### src/hw/rtl/pf_pkg.sv
`timescale 1ns / 1ps
`default_nettype none

package pf_pkg;

    // Key square geometry and letter codes (letter index a=0 .. z=25).
    localparam int unsigned SIDE     = 5;
    localparam int unsigned CELL_W   = 5;
    localparam int unsigned CASE_GAP = 32;
    localparam int unsigned ADDR_W   = 5;
    localparam int unsigned DATA_W   = 64;
    localparam int unsigned LOW_W    = 50;
    localparam int unsigned MID_W    = 50;
    localparam int unsigned HIGH_W   = 25;

    typedef logic [CELL_W-1:0] t_letter;
    typedef logic [2:0]        t_coord;

    localparam t_letter LETTER_I = t_letter'(8);
    localparam t_letter LETTER_J = t_letter'(9);
    localparam t_letter LETTER_Z = t_letter'(25);

    localparam logic [7:0] ASCII_UPPER_A = 8'h41;
    localparam logic [7:0] ASCII_UPPER_Z = 8'h5A;
    localparam logic [7:0] ASCII_LOWER_A = 8'h61;
    localparam logic [7:0] ASCII_LOWER_Z = 8'h7A;

    // Register indexes, taken from paddr[4:3].
    typedef enum logic [1:0] {
        REG_LOW   = 2'd0,
        REG_MID   = 2'd1,
        REG_HIGH  = 2'd2,
        REG_SPARE = 2'd3
    } t_reg_idx;

    typedef struct packed {
        t_coord row;
        t_coord col;
    } t_pos;

    typedef t_letter [SIDE-1:0] t_row;
    typedef t_row    [SIDE-1:0] t_square;

    // Unpack the three configuration words into a row-major square.
    function automatic t_square build_square(
        input logic [LOW_W-1:0]  low,
        input logic [MID_W-1:0]  mid,
        input logic [HIGH_W-1:0] high
    );
        t_square sq;
        int      k;
        for (int r = 0; r < SIDE; r++) begin
            for (int c = 0; c < SIDE; c++) begin
                k = r * SIDE + c;
                if (k < 10) begin
                    sq[r][c] = low[CELL_W*k +: CELL_W];
                end else if (k < 20) begin
                    sq[r][c] = mid[CELL_W*(k-10) +: CELL_W];
                end else begin
                    sq[r][c] = high[CELL_W*(k-20) +: CELL_W];
                end
            end
        end
        return sq;
    endfunction

    // Lowest-numbered cell holding the letter; cell 0 when it is absent.
    function automatic t_pos find_pos(input t_square sq, input t_letter letter);
        t_pos pos;
        pos.row = '0;
        pos.col = '0;
        for (int r = SIDE - 1; r >= 0; r--) begin
            for (int c = SIDE - 1; c >= 0; c--) begin
                if (sq[r][c] == letter) begin
                    pos.row = t_coord'(r);
                    pos.col = t_coord'(c);
                end
            end
        end
        return pos;
    endfunction

    // Step one place along a row or column, wrapping at the edge.
    function automatic t_coord wrap_inc(input t_coord v);
        return (v == t_coord'(SIDE - 1)) ? t_coord'(0) : t_coord'(v + t_coord'(1));
    endfunction

    // Cell value to lowercase ASCII; values past z print as z.
    function automatic logic [6:0] to_ascii(input t_letter v);
        t_letter lim;
        lim = (v > LETTER_Z) ? LETTER_Z : v;
        return 7'(ASCII_LOWER_A) + {2'b00, lim};
    endfunction

endpackage

`default_nettype wire

### src/hw/rtl/playfair_digraph_encrypt.sv
`timescale 1ns / 1ps
`default_nettype none

// Channel   Direction  Handshake                 Payload
// s_axis    in         tvalid / tready           tdata[7:0] char_byte, tlast end_of_text
// m_axis    out        tvalid / tready           tdata[6:0] cipher_char, tlast last_of_text
// apb       in         psel, penable, pwrite     paddr[4:3] register, pwdata key square cells
//
// One input item is taken every cycle while the pair register can move. A byte that
// completes a pair reaches the pair register at the next edge; the parallel 25-cell match
// then fills the result register, which hands out the two ciphertext letters one after
// the other, first letter first. A stalled output holds the result and
// pair registers, and input is held off only when the pair register cannot move.
// Reset (synchronous, active low) clears the key square, the pending letter and both stages.
module playfair_digraph_encrypt (
    input  logic                       i_clk,
    input  logic                       i_rst_n,
    input  logic                       s_axis_tvalid,
    output logic                       s_axis_tready,
    input  logic [7:0]                 s_axis_tdata,   // [7:0] char_byte
    input  logic                       s_axis_tlast,   // end_of_text
    output logic                       m_axis_tvalid,
    input  logic                       m_axis_tready,
    output logic [7:0]                 m_axis_tdata,   // [6:0] cipher_char, [7] zero
    output logic                       m_axis_tlast,   // last_of_text
    input  logic                       psel,
    input  logic                       penable,
    input  logic                       pwrite,
    input  logic [pf_pkg::ADDR_W-1:0]  paddr,
    input  logic [pf_pkg::DATA_W-1:0]  pwdata,
    output logic [pf_pkg::DATA_W-1:0]  prdata,
    output logic                       pready
);
    import pf_pkg::*;

    logic [LOW_W-1:0]  r_sq_low;
    logic [MID_W-1:0]  r_sq_mid;
    logic [HIGH_W-1:0] r_sq_high;

    t_letter r_held;
    logic    r_holding;
    t_letter n_held;
    logic    n_holding;

    logic    r_pv;
    t_letter r_pa;
    t_letter r_pb;
    logic    r_plast;

    logic       r_rv;
    logic       r_rsel;
    logic [6:0] r_ra;
    logic [6:0] r_rb;
    logic       r_rlast;

    logic       cfg_wr;
    t_reg_idx   cfg_idx;
    logic       in_accept;
    logic       out_accept;
    logic       res_load;
    logic       pair_ready;

    logic [7:0] folded;
    logic       is_letter;
    t_letter    letter;
    logic       pair_fire;
    t_letter    pair_a;
    t_letter    pair_b;
    logic       pair_last;

    t_square    square;
    t_pos       pos_a;
    t_pos       pos_b;
    t_pos       out_a;
    t_pos       out_b;

    // Configuration port.
    assign pready  = 1'b1;
    assign cfg_idx = t_reg_idx'(paddr[4:3]);
    assign cfg_wr  = psel && penable && pwrite && pready;

    always_ff @(posedge i_clk) begin
        if (!i_rst_n) begin
            r_sq_low  <= '0;
            r_sq_mid  <= '0;
            r_sq_high <= '0;
        end else if (cfg_wr) begin
            unique case (cfg_idx)
                REG_LOW:   r_sq_low  <= pwdata[LOW_W-1:0];
                REG_MID:   r_sq_mid  <= pwdata[MID_W-1:0];
                REG_HIGH:  r_sq_high <= pwdata[HIGH_W-1:0];
                default: ;
            endcase
        end
    end

    always_comb begin
        unique case (cfg_idx)
            REG_LOW:  prdata = DATA_W'(r_sq_low);
            REG_MID:  prdata = DATA_W'(r_sq_mid);
            REG_HIGH: prdata = DATA_W'(r_sq_high);
            default:  prdata = '0;
        endcase
    end

    // Handshakes and stage movement.
    assign out_accept    = m_axis_tvalid && m_axis_tready;
    assign res_load      = r_pv && (!r_rv || (out_accept && r_rsel));
    assign pair_ready    = !r_pv || res_load;
    assign s_axis_tready = pair_ready;
    assign in_accept     = s_axis_tvalid && s_axis_tready;

    // Byte decode: fold case, keep letters, map j to i.
    always_comb begin
        if (s_axis_tdata >= ASCII_UPPER_A && s_axis_tdata <= ASCII_UPPER_Z) begin
            folded = s_axis_tdata + 8'(CASE_GAP);
        end else begin
            folded = s_axis_tdata;
        end
        is_letter = (folded >= ASCII_LOWER_A) && (folded <= ASCII_LOWER_Z);
        letter    = t_letter'(folded - ASCII_LOWER_A);
        if (letter == LETTER_J) begin
            letter = LETTER_I;
        end
    end

    // Pairing: decide whether this byte completes a pair and what stays pending.
    always_comb begin
        pair_fire = 1'b0;
        pair_a    = r_held;
        pair_b    = LETTER_Z;
        pair_last = 1'b1;
        n_held    = r_held;
        n_holding = r_holding;
        if (is_letter) begin
            if (r_holding) begin
                pair_fire = 1'b1;
                pair_b    = letter;
                pair_last = s_axis_tlast;
                n_holding = 1'b0;
            end else if (s_axis_tlast) begin
                pair_fire = 1'b1;
                pair_a    = letter;
            end else begin
                n_held    = letter;
                n_holding = 1'b1;
            end
        end else if (s_axis_tlast) begin
            pair_fire = r_holding;
            n_holding = 1'b0;
        end
    end

    always_ff @(posedge i_clk) begin
        if (!i_rst_n) begin
            r_held    <= '0;
            r_holding <= 1'b0;
        end else if (in_accept) begin
            r_held    <= n_held;
            r_holding <= n_holding;
        end
    end

    // Pair register.
    always_ff @(posedge i_clk) begin
        if (!i_rst_n) begin
            r_pv <= 1'b0;
        end else if (pair_ready) begin
            r_pv <= in_accept && pair_fire;
        end
    end

    always_ff @(posedge i_clk) begin
        if (in_accept && pair_fire) begin
            r_pa    <= pair_a;
            r_pb    <= pair_b;
            r_plast <= pair_last;
        end
    end

    // Square lookup and Playfair rules for the registered pair.
    always_comb begin
        square = build_square(r_sq_low, r_sq_mid, r_sq_high);
        pos_a  = find_pos(square, r_pa);
        pos_b  = find_pos(square, r_pb);
        out_a  = pos_a;
        out_b  = pos_b;
        priority if (pos_a.row == pos_b.row) begin
            out_a.col = wrap_inc(pos_a.col);
            out_b.col = wrap_inc(pos_b.col);
        end else if (pos_a.col == pos_b.col) begin
            out_a.row = wrap_inc(pos_a.row);
            out_b.row = wrap_inc(pos_b.row);
        end else begin
            out_a.col = pos_b.col;
            out_b.col = pos_a.col;
        end
    end

    // Result register: two letters sent one after the other.
    always_ff @(posedge i_clk) begin
        if (!i_rst_n) begin
            r_rv   <= 1'b0;
            r_rsel <= 1'b0;
        end else if (res_load) begin
            r_rv   <= 1'b1;
            r_rsel <= 1'b0;
        end else if (out_accept) begin
            r_rv   <= !r_rsel;
            r_rsel <= !r_rsel;
        end
    end

    always_ff @(posedge i_clk) begin
        if (res_load) begin
            r_ra    <= to_ascii(square[out_a.row][out_a.col]);
            r_rb    <= to_ascii(square[out_b.row][out_b.col]);
            r_rlast <= r_plast;
        end
    end

    assign m_axis_tvalid = r_rv;
    assign m_axis_tdata  = {1'b0, (r_rsel ? r_rb : r_ra)};
    assign m_axis_tlast  = r_rsel && r_rlast;

endmodule

`default_nettype wire

### config.mk
export PLATFORM = sky130hd
export DESIGN_NAME = playfair_digraph_encrypt
export DESIGN_NICKNAME = d
export VERILOG_FILES = /design/src/hw/rtl/pf_pkg.sv /design/src/hw/rtl/playfair_digraph_encrypt.sv
export SDC_FILE = /design/constraint.sdc
export NUM_CORES = 1
export LEC_CHECK = 0
export BUFFER_PORTS_ARGS = -buffer_cell sky130_fd_sc_hd__buf_2
export CELL_PAD_IN_SITES_DETAIL_PLACEMENT = 0
export CELL_PAD_IN_SITES_GLOBAL_PLACEMENT = 2
export CORE_MARGIN = 2
export CORE_UTILIZATION = 39
export CTS_CLUSTER_DIAMETER = 100
export DETAILED_ROUTE_END_ITERATION = 8
export GPL_ROUTABILITY_DRIVEN = 0
export GPL_TIMING_DRIVEN = 0
export HOLD_SLACK_MARGIN = 0.15
export PLACE_DENSITY_LB_ADDON = 0.1
export SLEW_MARGIN = 0
export SYNTH_ARGS = -nofsm -noshare
export SYNTH_HDL_FRONTEND = slang
export SYNTH_SLANG_ARGS = --single-unit
### constraint.sdc
create_clock -name i_clk -period 12.4 [get_ports i_clk]
set_clock_uncertainty 0.05 [all_clocks]
set_input_delay 1.24 -clock i_clk [delete_from_list [all_inputs] [get_ports i_clk]]
set_output_delay 1.24 -clock i_clk [all_outputs]
set_load 0.005 [all_outputs]
==> metrics.csv <==
metric,value,unit
Iter 0 DRT Violations,1512,
Cells after Synth,1812,
cell count along the critical path,21,
Syn-to-layout area delta,13.2,%
final slew viol count,0,
post-synthesis xor/xnor area fraction,15.7,%
clock buffer depth,2,
hold crit path type,flop to flop,
Worst Reg-to-Reg Cells,21,
Clock transition at path regs,0.07,ns
layout cells sized above 1,15.1,%
Post-synth top flop,dfxtp_1,
Final Setup Violations,0,
Tmin final,6.77,ns
worst-path maximum fanout,10,
worst vdd ir,103,uV
Synth Area in Adders,1.38,%
Critical path origin,r_pa[3],
min-delay src,r_plast,
combinational share of power,26.8,%
pwr dens,92.6,nW/um^2
Reg power frac,36.2,%
Synth Area in Compound Gates,15.2,%
Post-CTS Resized,0,
Crit path max-delay family,simple AND/OR/NAND/NOR gates,
"slowest stage cell, crit path",nor3_1,
Wirelength per Cell,26.5,microns
switch share,33.1,%
most common cell in the synthesized netlist,nand2_1,
Initial Util,39.4,%
max-slew headroom at the worst pin,20.3,%
RR Startpoint,r_pa[3],
Sink Count,160,
Placed Area,15700,sq um
commonest cells in the netlist,"347 x nand2_1, 152 x mux2i_1, 139 x xor2_1, 134 x dfxtp_1, 129 x a21boi_0",
CTS root buffer,clkbuf_16,
CP Data Arrival Time,6.94,ns
synth unique cells,99,
final net count,2074,
register area share after synthesis,24.1,%
row cnt,70,
status,"finished, final reports clean",
Ys Warns,0,
Num CTS Buffers,17,
Synth Register Bits,160,
clock power share,37.0,%
Psw,0.498,mW
Vias,14187,
critical path's largest stage delay,0.77,ns
CTS tree,built,
crit path cell chain,buf_2 -> buf_6 -> xnor2_1 -> nand3_1 -> nor3_1 -> nand2_1 -> o311a_1 -> a2111oi_0 -> a211oi_1 -> or4b_1 -> nor3_4 -> mux2i_2 -> buf_4 -> mux2i_1 -> a22oi_1 -> a31o_2 -> o32a_1 -> nand2_1 -> o21ai_1 -> ha_1 -> a31o_2,
initial antenna violation count,0,
total track usage,33.7,%
startpoint types,flop,
setup repair bufs after CTS,0,
RSZ-0062 raised after global routing,false,
dpl cells,2423,
Mapped Area,14400,sq um
Crit path required time,12.57,ns
Clock Latency Late Sink,0.46,ns
hold depth,0,
PnR worst setup slack,5.63,ns
die width,196,microns
Max Cap Violations,0,
P_int,1.01,mW
post-synth top area cell,dfxtp_1,
I/O Buffers,125,
Mean Syn Cell Area,7.93,sq um
drt first pass iters,5,
setup TNS,0,ns
vias in the first global route,13339,
"Remaining Overflow, GRT",0,
Finished Layout Cells,2457,
Routed Antenna Nets,0,
drt drc,0,
crit path buf inv count,3,
die area,38400,sq um
DP HPWL,50900,microns
main combinational cell family by area after synthesis,simple AND/OR/NAND/NOR gates,
final instance area,16300,sq um
Final Hold Fails,0,
first-pass GRT wire length,92800,microns
cts hold-fix bufs,0,
top-area cell type share of the netlist area,18.7,%
WL final,65000,microns
H-tree depth,4,
Boundary Pins,161,
Synth Area in Simple Gates,21.1,%
critical path class,flop to flop,
"Async S/R FF share, synth",0,%
vias per inst,5.77,
cell leakage power,6.81,nW
dpl ws,5.87,ns
ranking of synthesized cells by area,"dfxtp_1 19%, mux2i_1 11%, nand2_1 9.1%",
crit end category,flop,
multiplexer area fraction after synthesis,14.5,%
fmax,148,MHz
Post-synth EDFFs,26,
Final period util,54.6,%
largest net degree at the start of global routing,17,
die height,196,microns
worst slew pin tran,1.20,ns
core area,36400,sq um
[logic make-up (layout without fill, tap and decap cells)]
group           Yosys count  in the layout
compound gates          301            301
buf+inv                 228            385
mux                     192            192
fa+ha+maj                16             16
flops                   160            160
xor+xnor                257            257
other cells               2             22
simple gates            656            656
[sequential cells by signal, summed over array words and instances (netlist names), 5 cells and up]
register	flops
r_pa	5
r_held	5
r_ra	7
r_rb	7
r_sq_low	50
r_pb	5
r_sq_mid	50
r_sq_high	25
[worst reg2reg max path: cells and delay by family (launching register included)]
| kind | cells | cell delay [ns] |
|---|---|---|
| multiplexers | 2 | 1.01 |
| AND/OR/NAND/NOR | 6 | 1.92 |
| adder cells (fa/ha/maj) | 1 | 0.23 |
| buffers and inverters | 3 | 0.91 |
| XOR/XNOR | 1 | 0.16 |
| flip-flops | 1 | 0.35 |
| AO/OA/AOI/OAI | 8 | 1.91 |
[per-stage QoR]
step / util [%] / hold slack, ns / total power [mW]
finish: 44.6 / 0.370 / 1.51
global route: 44.6 / 0.380 / 1.56
CTS: 44.6 / 0.372 / 1.50
detailed placement: 43.0 / 0.356 / 0.947
global placement: 42.9 / 0.359 / 0.944
floorplan: - / 0.350 / 0.821
[layer usage]
layer  vias up  GRT usage (%)  share of wire, %
met1      6836           45.5                44
met5         -              0                 0
met4         0           15.0               4.8
met2       722           52.0                43
met3       168           6.77               8.6
li1       6461              -                 -
[power by group through the flow]
stage	clock network [mW]	registers, mW	logic [mW]
2_1_floorplan	0	0.553	0.268
3_3_place_gp	0	0.557	0.388
3_5_place_dp	0	0.557	0.390
4_1_cts	0.564	0.545	0.391
5_1_grt	0.588	0.545	0.425
6_report	0.557	0.545	0.403
[layout by cell type (no fill, tap or decap), types with 17 or more instances in the layout]
cell / n
xor2_1: 139
nand2_1: 347
mux2i_1: 152
nor2_1: 62
a21boi_0: 129
mux2_2: 25
xnor2_1: 118
inv_1: 20
nor3_1: 60
o21ai_0: 41
buf_2: 143
a21oi_1: 23
dfxtp_1: 134
and3_1: 17
a22oi_1: 20
buf_4: 41
clkbuf_1: 127
edfxtp_1: 26
nand3_1: 73
conb_1: 20
clkbuf_16: 17
[layout make-up]
class / count / area (sq um)
Fill cell: 3843 / 20200
Multi-Input combinational cell: 1442 / 9830
Sequential cell: 160 / 3460
Buffer: 208 / 1070
Timing Repair Buffer: 125 / 626
Tap cell: 468 / 586
Clock buffer: 18 / 429
Clock inverter: 14 / 175
Inverter: 20 / 75.1
Antenna cell: 2 / 5.00
[worst paths after layout]
path	end	slack, ns
max	r_ra[4]	5.63
min	r_rlast	0.37
max reg2reg	r_ra[4]	5.63
min reg2reg	r_rlast	0.37
Note: power is estimated with default switching activity, not from simulation.
